File: src/rtl/lrn_pkg.sv
// Shared constants, register codes and lookup tables for the local response normaliser.
`timescale 1ns / 1ps

package lrn_pkg;

  // Sizes of the sample window and of one sample word.
  localparam int unsigned MaxWindow   = 15;
  localparam int unsigned SampleWidth = 16;
  localparam int unsigned CfgWidth    = 24;

  // Divider geometry: scaled square sum divided by the window size.
  localparam int unsigned NumWidth     = 58;
  localparam int unsigned DivisorWidth = 4;
  localparam int unsigned DivCntWidth  = $clog2(NumWidth);

  typedef logic signed [SampleWidth-1:0] sample_t;

  // Configuration register indexes.
  typedef enum logic [1:0] {
    CfgWindow = 2'd0,
    CfgAlpha  = 2'd1,
    CfgBeta   = 2'd2,
    CfgBias   = 2'd3
  } cfg_idx_e;

  // Register values after reset.
  localparam logic [3:0]  WindowReset = 4'd5;
  localparam logic [23:0] AlphaReset  = 24'd1678;
  localparam logic [15:0] BetaReset   = 16'd12288;
  localparam logic [23:0] BiasReset   = 24'd65536;

  // Fractional part of log2 over one octave, Q16, 17 knots.
  function automatic logic [16:0] log_tab(input logic [4:0] idx);
    logic [16:0] val;
    unique case (idx)
      5'd0:    val = 17'd0;
      5'd1:    val = 17'd5732;
      5'd2:    val = 17'd11136;
      5'd3:    val = 17'd16253;
      5'd4:    val = 17'd21098;
      5'd5:    val = 17'd25711;
      5'd6:    val = 17'd30109;
      5'd7:    val = 17'd34312;
      5'd8:    val = 17'd38336;
      5'd9:    val = 17'd42196;
      5'd10:   val = 17'd45904;
      5'd11:   val = 17'd49472;
      5'd12:   val = 17'd52911;
      5'd13:   val = 17'd56229;
      5'd14:   val = 17'd59434;
      5'd15:   val = 17'd62534;
      5'd16:   val = 17'd65536;
      default: val = 17'd0;
    endcase
    return val;
  endfunction

  // 2^f over one octave, Q16, 17 knots.
  function automatic logic [17:0] exp_tab(input logic [4:0] idx);
    logic [17:0] val;
    unique case (idx)
      5'd0:    val = 18'd65536;
      5'd1:    val = 18'd68438;
      5'd2:    val = 18'd71468;
      5'd3:    val = 18'd74632;
      5'd4:    val = 18'd77936;
      5'd5:    val = 18'd81386;
      5'd6:    val = 18'd84990;
      5'd7:    val = 18'd88752;
      5'd8:    val = 18'd92682;
      5'd9:    val = 18'd96785;
      5'd10:   val = 18'd101070;
      5'd11:   val = 18'd105545;
      5'd12:   val = 18'd110218;
      5'd13:   val = 18'd115098;
      5'd14:   val = 18'd120194;
      5'd15:   val = 18'd125515;
      5'd16:   val = 18'd131072;
      default: val = 18'd0;
    endcase
    return val;
  endfunction

endpackage

File: src/rtl/local_response_norm_channel.sv
// Top level of the cross-channel local response normaliser.
//
// Samples of one spatial position arrive one channel per input word on a
// valid/ready channel; last_channel_i marks the final channel of the vector.
// Normalised samples leave on a valid/ready output channel held in an output
// register, with out_last_o on the final word of the vector.
// Each input word passes through the bookkeeping states idle and decide, then
// one emission pass per result it releases: none or one for an inner channel,
// all held results for the last channel. How long an emission pass runs is set
// by the single shared 24x24 multiplier, which serves the squares, the alpha
// scaling, both table interpolations, the beta product and the final scaling,
// and by the 58-step bit-serial divider.
// The input is not ready while an emission pass runs.
// If the receiver stalls, the finished word waits in the output register and
// the next pass stops in its final step until that word is taken.
// Reset loads the register defaults and empties the window history; the
// sample store itself is not cleared.
`timescale 1ns / 1ps

module local_response_norm_channel (
  input  logic                            clk_i,
  input  logic                            rst_ni,
  input  logic                            cfg_we_i,
  input  logic [1:0]                      cfg_idx_i,
  input  logic [lrn_pkg::CfgWidth-1:0]    cfg_data_i,
  input  logic                            in_valid_i,
  output logic                            in_ready_o,
  input  logic signed [lrn_pkg::SampleWidth-1:0] in_sample_i,
  input  logic                            last_channel_i,
  output logic                            out_valid_o,
  input  logic                            out_ready_i,
  output logic signed [lrn_pkg::SampleWidth-1:0] out_sample_o,
  output logic                            out_last_o,
  output logic                            saturated_o
);

  typedef enum logic [19:0] {
    SIdle      = 20'h00001,
    SDecide    = 20'h00002,
    SSetup     = 20'h00004,
    SSumI      = 20'h00008,
    SSumA      = 20'h00010,
    SAlphaLo   = 20'h00020,
    SAlphaHi   = 20'h00040,
    SAlphaAcc  = 20'h00080,
    SDivStart  = 20'h00100,
    SDivWait   = 20'h00200,
    SDen       = 20'h00400,
    SNorm      = 20'h00800,
    SLog       = 20'h01000,
    SBeta      = 20'h02000,
    SQuot      = 20'h04000,
    SExpI      = 20'h08000,
    SExpR      = 20'h10000,
    SMag       = 20'h20000,
    SScale     = 20'h40000,
    SOut       = 20'h80000
  } state_e;

  state_e state_q, state_d;

  // Configuration registers.
  logic [3:0]  win_q;
  logic [23:0] alpha_q;
  logic [15:0] beta_q;
  logic [23:0] bias_q;

  // Control state.
  logic [3:0] pend_q, pend_d;
  logic [3:0] hist_q, hist_d;
  logic       last_q, last_d;
  logic       out_valid_q, out_valid_d;

  // Datapath registers.
  lrn_pkg::sample_t ring_q [lrn_pkg::MaxWindow];
  logic [3:0]         d_q, d_d;
  logic [3:0]         idx_q, idx_d;
  logic [3:0]         end_q, end_d;
  logic [33:0]        sum_q, sum_d;
  logic [23:0]        mul_a_q, mul_a_d;
  logic [23:0]        mul_b_q, mul_b_d;
  logic [lrn_pkg::NumWidth-1:0] num_q, num_d;
  logic [58:0]        den_q, den_d;
  logic [5:0]         p_q, p_d;
  logic signed [22:0] l_q, l_d;
  logic signed [24:0] q_q, q_d;
  logic [16:0]        e_q, e_d;
  logic [32:0]        mag_q, mag_d;
  logic               zden_q, zden_d;
  logic signed [lrn_pkg::SampleWidth-1:0] out_sample_q, out_sample_d;
  logic               out_last_q, out_last_d;
  logic               out_sat_q, out_sat_d;

  logic               ring_shift;
  logic               div_start;
  logic               div_done;
  logic [lrn_pkg::NumWidth-1:0] div_quo;
  logic [47:0]        prod;

  // Shared multiplier on registered operands.
  assign prod = mul_a_q * mul_b_q;

  // Single read port of the sample store.
  logic [3:0]         rd_idx;
  lrn_pkg::sample_t   ring_rd;
  logic [15:0]        rd_abs;

  always_comb begin
    rd_idx  = (state_q == SSumI) ? idx_q : d_q;
    ring_rd = ring_q[rd_idx];
    rd_abs  = ring_rd[15] ? (~ring_rd + 16'd1) : ring_rd;
  end

  // Window limits for the channel being emitted.
  logic [3:0] n_eff;
  logic [3:0] n_m1;
  logic [2:0] hlo;
  logic [2:0] hhi;
  logic [3:0] below;
  logic [3:0] lo_ext;
  logic [3:0] up_ext;
  logic [4:0] end_sum;
  logic [3:0] end_sel;

  always_comb begin
    n_eff   = (win_q == 4'd0) ? 4'd1 : win_q;
    n_m1    = n_eff - 4'd1;
    hlo     = n_m1[3:1];
    hhi     = n_eff[3:1];
    below   = (hist_q > d_q) ? (hist_q - 4'd1 - d_q) : 4'd0;
    lo_ext  = (below < {1'b0, hlo}) ? below : {1'b0, hlo};
    up_ext  = (d_q < {1'b0, hhi}) ? d_q : {1'b0, hhi};
    end_sum = {1'b0, d_q} + {1'b0, lo_ext};
    end_sel = (end_sum > 5'(lrn_pkg::MaxWindow - 1)) ? 4'(lrn_pkg::MaxWindow - 1)
                                                     : end_sum[3:0];
  end

  // Table interpolation terms.
  logic [3:0]  log_i;
  logic [16:0] log_lo;
  logic [16:0] log_hi;
  logic [16:0] log_diff;
  logic [16:0] lf;
  logic signed [6:0]  p_m40;
  logic signed [22:0] l_abs_s;
  logic [17:0] exp_lo;
  logic [17:0] exp_hi;
  logic [17:0] exp_diff;
  logic [37:0] beta_prod;
  logic        l_pos;
  logic signed [38:0] t_val;

  always_comb begin
    log_i    = den_q[57:54];
    log_lo   = lrn_pkg::log_tab({1'b0, log_i});
    log_hi   = lrn_pkg::log_tab({1'b0, log_i} + 5'd1);
    log_diff = log_hi - log_lo;
    lf       = log_lo + {4'd0, prod[28:16]};
    p_m40    = $signed({1'b0, p_q}) - 7'sd40;
    l_abs_s  = l_q[22] ? -l_q : l_q;
    exp_lo   = lrn_pkg::exp_tab({1'b0, q_q[15:12]});
    exp_hi   = lrn_pkg::exp_tab({1'b0, q_q[15:12]} + 5'd1);
    exp_diff = exp_hi - exp_lo;
    beta_prod = prod[37:0];
    l_pos    = !l_q[22] && (l_q != 23'sd0);
    t_val    = l_pos ? -$signed({1'b0, beta_prod}) : $signed({1'b0, beta_prod});
  end

  // Final scaling by 2^k, rounding and saturation.
  logic [32:0]        mag;
  logic signed [8:0]  k_val;
  logic signed [9:0]  shift_s;
  logic signed [9:0]  neg_s;
  logic [4:0]         shl_amt;
  logic [5:0]         shr_amt;
  logic [33:0]        shr_sum;
  logic [55:0]        m_val;
  logic               m_over;
  logic [16:0]        lim;
  logic [15:0]        m_sat;
  logic signed [15:0] res;
  logic               res_sat;

  always_comb begin
    mag     = mag_q;
    k_val   = q_q[24:16];
    shift_s = 10'sd16 - {k_val[8], k_val};
    neg_s   = -shift_s;
    shl_amt = neg_s[4:0];
    shr_amt = shift_s[5:0];
    shr_sum = {1'b0, mag} + (34'd1 << (shr_amt - 6'd1));
    lim     = ring_rd[15] ? 17'd32768 : 17'd32767;
    m_over  = 1'b0;
    m_val   = '0;
    if (mag == 33'd0) begin
      m_val = '0;
    end else if (shift_s <= 10'sd0) begin
      if (shift_s <= -10'sd24) begin
        m_over = 1'b1;
      end else begin
        m_val = {23'd0, mag} << shl_amt;
      end
    end else if (shift_s >= 10'sd34) begin
      m_val = '0;
    end else begin
      m_val = {22'd0, shr_sum >> shr_amt};
    end
    if (m_over || (m_val > {39'd0, lim})) begin
      m_sat   = lim[15:0];
      res_sat = 1'b1;
    end else begin
      m_sat   = m_val[15:0];
      res_sat = 1'b0;
    end
    res = ring_rd[15] ? $signed(~m_sat + 16'd1) : $signed(m_sat);
    // Zero denominator with a nonzero exponent: clip towards the sign of x.
    if (zden_q) begin
      res_sat = 1'b1;
      if (ring_rd[15]) begin
        res = 16'sh8000;
      end else if (ring_rd != 16'sd0) begin
        res = 16'sh7FFF;
      end else begin
        res = 16'sd0;
      end
    end
  end

  // Sequencer.
  always_comb begin
    state_d      = state_q;
    pend_d       = pend_q;
    hist_d       = hist_q;
    last_d       = last_q;
    d_d          = d_q;
    idx_d        = idx_q;
    end_d        = end_q;
    sum_d        = sum_q;
    mul_a_d      = mul_a_q;
    mul_b_d      = mul_b_q;
    num_d        = num_q;
    den_d        = den_q;
    p_d          = p_q;
    l_d          = l_q;
    q_d          = q_q;
    e_d          = e_q;
    mag_d        = mag_q;
    zden_d       = zden_q;
    out_valid_d  = out_valid_q;
    out_sample_d = out_sample_q;
    out_last_d   = out_last_q;
    out_sat_d    = out_sat_q;
    ring_shift   = 1'b0;
    div_start    = 1'b0;

    if (out_valid_q && out_ready_i) begin
      out_valid_d = 1'b0;
    end

    unique case (state_q)
      SIdle: begin
        if (in_valid_i) begin
          ring_shift = 1'b1;
          if (hist_q < 4'(lrn_pkg::MaxWindow)) begin
            hist_d = hist_q + 4'd1;
          end
          pend_d  = pend_q + 4'd1;
          last_d  = last_channel_i;
          state_d = SDecide;
        end
      end
      SDecide: begin
        if (last_q || (pend_q > {1'b0, hhi})) begin
          d_d     = pend_q - 4'd1;
          pend_d  = pend_q - 4'd1;
          state_d = SSetup;
        end else begin
          state_d = SIdle;
        end
      end
      SSetup: begin
        idx_d   = d_q - up_ext;
        end_d   = end_sel;
        sum_d   = '0;
        zden_d  = 1'b0;
        state_d = SSumI;
      end
      SSumI: begin
        mul_a_d = {8'd0, rd_abs};
        mul_b_d = {8'd0, rd_abs};
        state_d = SSumA;
      end
      SSumA: begin
        sum_d = sum_q + {2'd0, prod[31:0]};
        if (idx_q == end_q) begin
          state_d = SAlphaLo;
        end else begin
          idx_d   = idx_q + 4'd1;
          state_d = SSumI;
        end
      end
      SAlphaLo: begin
        mul_a_d = alpha_q;
        mul_b_d = {7'd0, sum_q[16:0]};
        state_d = SAlphaHi;
      end
      SAlphaHi: begin
        num_d   = {17'd0, prod[40:0]};
        mul_a_d = alpha_q;
        mul_b_d = {7'd0, sum_q[33:17]};
        state_d = SAlphaAcc;
      end
      SAlphaAcc: begin
        num_d   = num_q + {prod[40:0], 17'd0};
        state_d = SDivStart;
      end
      SDivStart: begin
        div_start = 1'b1;
        state_d   = SDivWait;
      end
      SDivWait: begin
        if (div_done) begin
          state_d = SDen;
        end
      end
      SDen: begin
        den_d   = {11'd0, bias_q, 24'd0} + {1'b0, div_quo};
        p_d     = 6'd58;
        state_d = SNorm;
      end
      SNorm: begin
        if (den_q == 59'd0) begin
          if (beta_q == 16'd0) begin
            q_d     = '0;
            state_d = SExpI;
          end else begin
            zden_d  = 1'b1;
            state_d = SOut;
          end
        end else if (den_q[58:51] == 8'd0) begin
          den_d = {den_q[50:0], 8'd0};
          p_d   = p_q - 6'd8;
        end else if (!den_q[58]) begin
          den_d = {den_q[57:0], 1'b0};
          p_d   = p_q - 6'd1;
        end else begin
          mul_a_d = {11'd0, log_diff[12:0]};
          mul_b_d = {8'd0, den_q[53:38]};
          state_d = SLog;
        end
      end
      SLog: begin
        l_d     = $signed({p_m40, 16'd0}) + $signed({6'd0, lf});
        state_d = SBeta;
      end
      SBeta: begin
        mul_a_d = {8'd0, beta_q};
        mul_b_d = {2'd0, l_abs_s[21:0]};
        state_d = SQuot;
      end
      SQuot: begin
        q_d     = t_val[38:14];
        state_d = SExpI;
      end
      SExpI: begin
        mul_a_d = {11'd0, exp_diff[12:0]};
        mul_b_d = {12'd0, q_q[11:0]};
        state_d = SExpR;
      end
      SExpR: begin
        e_d     = exp_lo[16:0] + {4'd0, prod[24:12]};
        state_d = SMag;
      end
      SMag: begin
        mul_a_d = {8'd0, rd_abs};
        mul_b_d = {7'd0, e_q};
        state_d = SScale;
      end
      // Hold the scaled magnitude so rounding starts from a register.
      SScale: begin
        mag_d   = prod[32:0];
        state_d = SOut;
      end
      SOut: begin
        if (!out_valid_q || out_ready_i) begin
          out_valid_d  = 1'b1;
          out_sample_d = res;
          out_last_d   = last_q && (d_q == 4'd0);
          out_sat_d    = res_sat;
          if (last_q && (pend_q != 4'd0)) begin
            d_d     = pend_q - 4'd1;
            pend_d  = pend_q - 4'd1;
            state_d = SSetup;
          end else begin
            if (last_q) begin
              hist_d = 4'd0;
            end
            state_d = SIdle;
          end
        end
      end
      default: begin
        state_d = SIdle;
      end
    endcase
  end

  // Control registers and configuration writes.
  always_ff @(posedge clk_i or negedge rst_ni) begin
    if (!rst_ni) begin
      state_q     <= SIdle;
      pend_q      <= '0;
      hist_q      <= '0;
      last_q      <= 1'b0;
      out_valid_q <= 1'b0;
      win_q       <= lrn_pkg::WindowReset;
      alpha_q     <= lrn_pkg::AlphaReset;
      beta_q      <= lrn_pkg::BetaReset;
      bias_q      <= lrn_pkg::BiasReset;
    end else begin
      state_q     <= state_d;
      pend_q      <= pend_d;
      hist_q      <= hist_d;
      last_q      <= last_d;
      out_valid_q <= out_valid_d;
      if (cfg_we_i) begin
        unique case (lrn_pkg::cfg_idx_e'(cfg_idx_i))
          lrn_pkg::CfgWindow: win_q   <= cfg_data_i[3:0];
          lrn_pkg::CfgAlpha:  alpha_q <= cfg_data_i;
          lrn_pkg::CfgBeta:   beta_q  <= cfg_data_i[15:0];
          lrn_pkg::CfgBias:   bias_q  <= cfg_data_i;
          default:            win_q   <= win_q;
        endcase
      end
    end
  end

  // Datapath registers and the sample shift line.
  always_ff @(posedge clk_i) begin
    if (ring_shift) begin
      for (int i = lrn_pkg::MaxWindow - 1; i > 0; i--) begin
        ring_q[i] <= ring_q[i-1];
      end
      ring_q[0] <= in_sample_i;
    end
    d_q          <= d_d;
    idx_q        <= idx_d;
    end_q        <= end_d;
    sum_q        <= sum_d;
    mul_a_q      <= mul_a_d;
    mul_b_q      <= mul_b_d;
    num_q        <= num_d;
    den_q        <= den_d;
    p_q          <= p_d;
    l_q          <= l_d;
    q_q          <= q_d;
    e_q          <= e_d;
    mag_q        <= mag_d;
    zden_q       <= zden_d;
    out_sample_q <= out_sample_d;
    out_last_q   <= out_last_d;
    out_sat_q    <= out_sat_d;
  end

  // Division of the scaled square sum by the window size.
  lrn_div u_div (
    .clk_i      (clk_i),
    .rst_ni     (rst_ni),
    .start_i    (div_start),
    .dividend_i (num_q),
    .divisor_i  (n_eff),
    .done_o     (div_done),
    .quotient_o (div_quo)
  );

  assign in_ready_o   = (state_q == SIdle);
  assign out_valid_o  = out_valid_q;
  assign out_sample_o = out_sample_q;
  assign out_last_o   = out_last_q;
  assign saturated_o  = out_sat_q;

  // The sum never runs past the end of its window or the store.
  a_tap_in_window: assert property (@(posedge clk_i) disable iff (!rst_ni)
    (state_q == SSumA) |-> ((idx_q <= end_q) && (idx_q < 4'(lrn_pkg::MaxWindow))))
    else $error("window tap index beyond window end");

  // The divider only finishes while the sequencer is waiting for it.
  a_div_done_wait: assert property (@(posedge clk_i) disable iff (!rst_ni)
    div_done |-> (state_q == SDivWait))
    else $error("divider finished outside its wait step");

  // The word marked last leaves no channel of the vector held back.
  a_last_drains: assert property (@(posedge clk_i) disable iff (!rst_ni)
    ((state_q == SOut) && out_valid_d && last_q && (d_q == 4'd0)
     && (!out_valid_q || out_ready_i)) |-> (pend_q == 4'd0))
    else $error("last word emitted with channels still held");

  // A pass that loads the output register returns to idle or starts the next flush.
  a_out_next: assert property (@(posedge clk_i) disable iff (!rst_ni)
    ((state_q == SOut) && (!out_valid_q || out_ready_i))
    |=> (out_valid_q && ((state_q == SIdle) || (state_q == SSetup))))
    else $error("output step did not complete cleanly");

endmodule

File: src/rtl/lrn_div.sv
// Restoring divider, one quotient bit per cycle, for the window-size division.
`timescale 1ns / 1ps

module lrn_div (
  input  logic                                 clk_i,
  input  logic                                 rst_ni,
  input  logic                                 start_i,
  input  logic [lrn_pkg::NumWidth-1:0]         dividend_i,
  input  logic [lrn_pkg::DivisorWidth-1:0]     divisor_i,
  output logic                                 done_o,
  output logic [lrn_pkg::NumWidth-1:0]         quotient_o
);

  logic                                 busy_q;
  logic                                 done_q;
  logic [lrn_pkg::DivCntWidth-1:0]      cnt_q;
  logic [lrn_pkg::NumWidth-1:0]         quo_q;
  logic [lrn_pkg::DivisorWidth-1:0]     rem_q;
  logic [lrn_pkg::DivisorWidth:0]       rem_sh;
  logic [lrn_pkg::DivisorWidth:0]       rem_diff;
  logic                                 ge;

  // One trial subtraction of the divisor from the shifted remainder.
  always_comb begin
    rem_sh   = {rem_q, quo_q[lrn_pkg::NumWidth-1]};
    ge       = rem_sh >= {1'b0, divisor_i};
    rem_diff = rem_sh - {1'b0, divisor_i};
  end

  // Step counter and completion pulse.
  always_ff @(posedge clk_i or negedge rst_ni) begin
    if (!rst_ni) begin
      busy_q <= 1'b0;
      done_q <= 1'b0;
      cnt_q  <= '0;
    end else if (start_i) begin
      busy_q <= 1'b1;
      done_q <= 1'b0;
      cnt_q  <= '0;
    end else if (busy_q) begin
      cnt_q <= cnt_q + 1'b1;
      if (cnt_q == lrn_pkg::DivCntWidth'(lrn_pkg::NumWidth - 1)) begin
        busy_q <= 1'b0;
        done_q <= 1'b1;
      end
    end else begin
      done_q <= 1'b0;
    end
  end

  // Quotient bits shift in as the dividend shifts out.
  always_ff @(posedge clk_i) begin
    if (start_i) begin
      quo_q <= dividend_i;
      rem_q <= '0;
    end else if (busy_q) begin
      quo_q <= {quo_q[lrn_pkg::NumWidth-2:0], ge};
      rem_q <= ge ? rem_diff[lrn_pkg::DivisorWidth-1:0] : rem_sh[lrn_pkg::DivisorWidth-1:0];
    end
  end

  assign done_o     = done_q;
  assign quotient_o = quo_q;

endmodule

File: config.mk
export PLATFORM = sky130hd
export DESIGN_NAME = local_response_norm_channel
export DESIGN_NICKNAME = d
export VERILOG_FILES = /design/src/rtl/lrn_pkg.sv /design/src/rtl/local_response_norm_channel.sv /design/src/rtl/lrn_div.sv
export SDC_FILE = /design/constraint.sdc
export NUM_CORES = 2
export LEC_CHECK = 0
export BUFFER_PORTS_ARGS = -buffer_cell sky130_fd_sc_hd__buf_2
export CORE_UTILIZATION = 38
export DETAILED_ROUTE_END_ITERATION = 6
export GPL_TIMING_DRIVEN = 1
export SLEW_MARGIN = 10
export SYNTH_ARGS = -nofsm -noshare
export SYNTH_HDL_FRONTEND = slang
export SYNTH_SLANG_ARGS = --single-unit
File: constraint.sdc
create_clock -name clk_i -period 14.3 [get_ports clk_i]
set_clock_uncertainty 0.15 [all_clocks]
set_input_delay 1.43 -clock clk_i [delete_from_list [all_inputs] [get_ports clk_i]]
set_output_delay 1.43 -clock clk_i [all_outputs]
set_load 0.02 [all_outputs]
==> flow_summary.json <==
{
  "run_status": "complete, but fails checks",
  "violations": "design-rule violations",
  "postCtsSetupRepairBufs": 0,
  "path_clk_slew_ns": 0.06,
  "antenna_found_initial": 18,
  "critical_path.max_fanout": 29,
  "postSynthNetCount": 8021,
  "main_combinational_cell_family_by_area_after_synthesis": "adder cells",
  "timing.final.crit_share_pct": 84.66,
  "place.detailed.hpwl_um": 161000,
  "final_setup_vio_count": 0,
  "finalInstanceArea_um2": 72920,
  "layout.cells.most_common_list": "sky130_fd_sc_hd__nand2_1 (1,061), sky130_fd_sc_hd__inv_1 (668), sky130_fd_sc_hd__edfxtp_1 (630), sky130_fd_sc_hd__fa_1 (441), sky130_fd_sc_hd__nor2_1 (428)",
  "globalRoute.totalOverflow": 0,
  "unrepaired_setup_endpoints_after_global_routing": "no",
  "netlist_area_um2": 67140,
  "seq_area_frac_synth_pct": 33.22,
  "period_needed_ns": 12.11,
  "criticalPathCategory": "flip-flop to flip-flop",
  "hp-start": "ring_q[0][4]$_DFFE_PP_",
  "starting_density_of_the_core_pct": 38.46,
  "timing.critical_path.max_delay_family": "compound AO/OA/AOI/OAI gates",
  "post-route-drc-count": 26,
  "detailroute.via_count": 54690,
  "die-area_um2": 178400,
  "grtUsageMet1_pct": 33.19,
  "cts_resized": 0,
  "ys_ff_latch": 772,
  "start_kind": "flip-flop",
  "slew_headroom_pct": 17.78,
  "antenna_left": 0,
  "synth_compound_area_share_pct": 13.35,
  "drive_gt1_share_pct": 7.868,
  "hold-path-cell-count": 0,
  "global_route.peak_usage_layer": "met2",
  "cts_num_sinks": 772,
  "detail_route.wl_per_cell_um": 22.87,
  "cts_max_level": 3,
  "r2r_path_start": "q_q[16]$_SDFFCE_PP0P_",
  "initialDrtViolationCount": 5374,
  "clock_latency_ns": 0.71,
  "layout.cells.most_common": "sky130_fd_sc_hd__nand2_1",
  "ys.warnings.count": 0,
  "viasPerCell": 5.784,
  "cp_slowest_stage_delay_ns": 0.71,
  "routabilityCongestion": 0.9684,
  "async_reset_ff_share_pct": 13.73,
  "holdCritPathClass": "flip-flop to flip-flop",
  "synth-simple-area-share_pct": 18.23,
  "avgSynthCellArea_um2": 9.436,
  "floorplan.die.width_um": 422.4,
  "worst_pin_slew_ns": 1.224,
  "die_height_um": 422.4,
  "synth.area.mux_share_pct": 4.495,
  "synth_edf_count": 630,
  "cts-hold-fix-buffers": 0,
  "cp_num_buf_inv": 3,
  "cts-root-to-sink-buffers": 3,
  "io_buffers": 67,
  "wirelength_um": 216300,
  "grt_pass1_vias": 53030,
  "ys_types": 106,
  "design.final.nets": 7936,
  "worst_path_arrival_ns": 12.39,
  "cts_root_buf": "sky130_fd_sc_hd__clkbuf_16",
  "area_growth_syn_to_layout_pct": 8.607,
  "synth-xor-area-share_pct": 3.975,
  "setup-tns-final_ns": 0,
  "critical_path_cell_count": 42,
  "ff2ff_setup_slack_ns": 2.19,
  "reg2regPathDepth": 42,
  "post_dp_area_um2": 70030,
  "wire_length_of_the_first_global_routing_pass_um": 329300,
  "met2_usage_pct": 37.30,
  "timing.critical_path.required_ns": 14.58,
  "grt_start_max_net_pins": 83,
  "syn-instance-count": 7116,
  "hold_violations": 0,
  "maxSlewViolCount": 0,
  "groute.layer.met3.usage_pct": 4.039,
  "cts_made_buffers": 90,
  "dominantRegCellSynth": "sky130_fd_sc_hd__edfxtp_1",
  "max_cap_violations": 0,
  "cts_tree": "done",
  "grt.total_usage_pct": 23.89,
  "row_count": 153,
  "io_pins": 68,
  "critPathSlowestCell": "sky130_fd_sc_hd__nor4_1",
  "timing.critical_path.to_type": "flip-flop",
  "drt-pass1-iter-count": 7,
  "worst_r2r_endpoint": "out_sample_o[12]$_DFFE_PP_",
  "core_area_um2": 174600,
  "holdPathEnd": "ring_q[1][4]$_DFFE_PP_",
  "fmax_mhz": 82.60,
  "synthAdderAreaFrac_pct": 20.90
}
cells by family after synthesis:
| group | count (synthesis) |
|---|---|
| buf+inv | 1026 |
| compound gates | 1352 |
| simple gates | 2577 |
| xor+xnor | 303 |
| mux | 228 |
| other cells | 1 |
| fa+ha+maj | 857 |
| flops | 772 |
area by class of cell:
class                           instances  area [µm²]
Antenna cell                           25       62.56
Timing Repair Buffer                  176        1156
Clock inverter                         58       471.7
Clock buffer                          108        2361
Tap cell                             2325        2909
Inverter                              673        2526
Sequential cell                       772       22310
Fill cell                           17080      101700
Multi-Input combinational cell       5318       41130
synth_stat cells (30+ instances only):
cell                       instances  area (µm²)
sky130_fd_sc_hd__nand2_1        1064        3994
sky130_fd_sc_hd__inv_1           669        2511
sky130_fd_sc_hd__xor2_1          104       910.9
sky130_fd_sc_hd__o21bai_1         32       240.2
sky130_fd_sc_hd__a211oi_1         71       533.0
sky130_fd_sc_hd__ha_1            416        5205
sky130_fd_sc_hd__nor3_1          109       545.5
sky130_fd_sc_hd__nor4_1           64       400.4
sky130_fd_sc_hd__mux2_2           88       991.0
sky130_fd_sc_hd__a21oi_1         335        1677
sky130_fd_sc_hd__o21ai_0         287        1436
sky130_fd_sc_hd__nor2_1          431        1618
sky130_fd_sc_hd__xnor2_1         197        1725
sky130_fd_sc_hd__fa_1            441        8828
sky130_fd_sc_hd__buf_2            40       200.2
sky130_fd_sc_hd__a31oi_1          66       412.9
sky130_fd_sc_hd__nor2b_1          47       294.0
sky130_fd_sc_hd__and2_1          282        1764
sky130_fd_sc_hd__clkbuf_1        291        1092
sky130_fd_sc_hd__a221oi_1         30       262.8
sky130_fd_sc_hd__mux2i_1          90       900.9
sky130_fd_sc_hd__edfxtp_1        630       18920
sky130_fd_sc_hd__o21a_1           47       352.8
sky130_fd_sc_hd__dfxtp_1          36       720.7
sky130_fd_sc_hd__a21o_1           83       623.1
sky130_fd_sc_hd__dfrtp_1          94        2352
sky130_fd_sc_hd__mux4_2           50        1126
sky130_fd_sc_hd__nand4_1          49       306.5
sky130_fd_sc_hd__nand2b_1         64       400.4
sky130_fd_sc_hd__o31ai_1          44       330.3
sky130_fd_sc_hd__nand3_1         188       940.9
sky130_fd_sc_hd__or3_1            43       269.0
sky130_fd_sc_hd__o211ai_1         38       285.3
sky130_fd_sc_hd__and3_1          108       675.7
stage by stage:
step	util [%]	hold WS, ns	cells	setup WS [ns]
6_report	41.77	0.2854	9455	2.193
5_1_grt	41.76	0.2903	9452	1.364
4_1_cts	41.73	0.2876	9430	2.311
3_5_place_dp	40.11	0.2760	9264	2.360
3_3_place_gp	40.11	0.2713	9264	2.593
2_1_floorplan	-	0.2674	7116	3.786
sequential cells by signal (all words and copies together), names as in the netlist, 17 cells and up:
name and flops:
mag 33, mul_b_q 22, e_q 17, bias_q 24, num_q 58, sum_q 34, alpha_q 24, l_q 23
u_div.quotient_o 58, ring_q 240, mul_a_q 24, den_q 59, q_q 25, state_q 20
worst reg2reg max path, delay by kind of cell, from the launching register on:
kind	cells	cell delay, ns
and+or+nand+nor	12	3.33
buffers and inverters	3	0.79
adders and majority gates	4	1.43
DFF	1	0.32
xor gates and xnor gates	1	0.23
AOI/OAI and AO/OA	22	5.64
worst max-delay path by stage:
stage	end	startpoint
6_report	out_sample_o[12]$_DFFE_PP_	q_q[16]$_SDFFCE_PP0P_
5_1_grt	out_sample_o[6]$_DFFE_PP_	q_q[16]$_SDFFCE_PP0P_
4_1_cts	out_sample_o[6]$_DFFE_PP_	q_q[16]$_SDFFCE_PP0P_
3_5_place_dp	out_sample_o[2]$_DFFE_PP_	q_q[16]$_SDFFCE_PP0P_
3_3_place_gp	out_sample_o[6]$_DFFE_PP_	q_q[16]$_SDFFCE_PP0P_
2_1_floorplan	out_sample_o[12]$_DFFE_PP_	q_q[16]$_SDFFCE_PP0P_
routing by layer:
metal	vias to the layer above	wire length, µm
met4	14	8474
met1	27260	93090
met3	401	18130
met5	-	109
met2	2283	96460
li1	24730	-
Power is not shown: default switching activity piles up to over one toggle a cycle in this logic, so the estimate is an artifact.
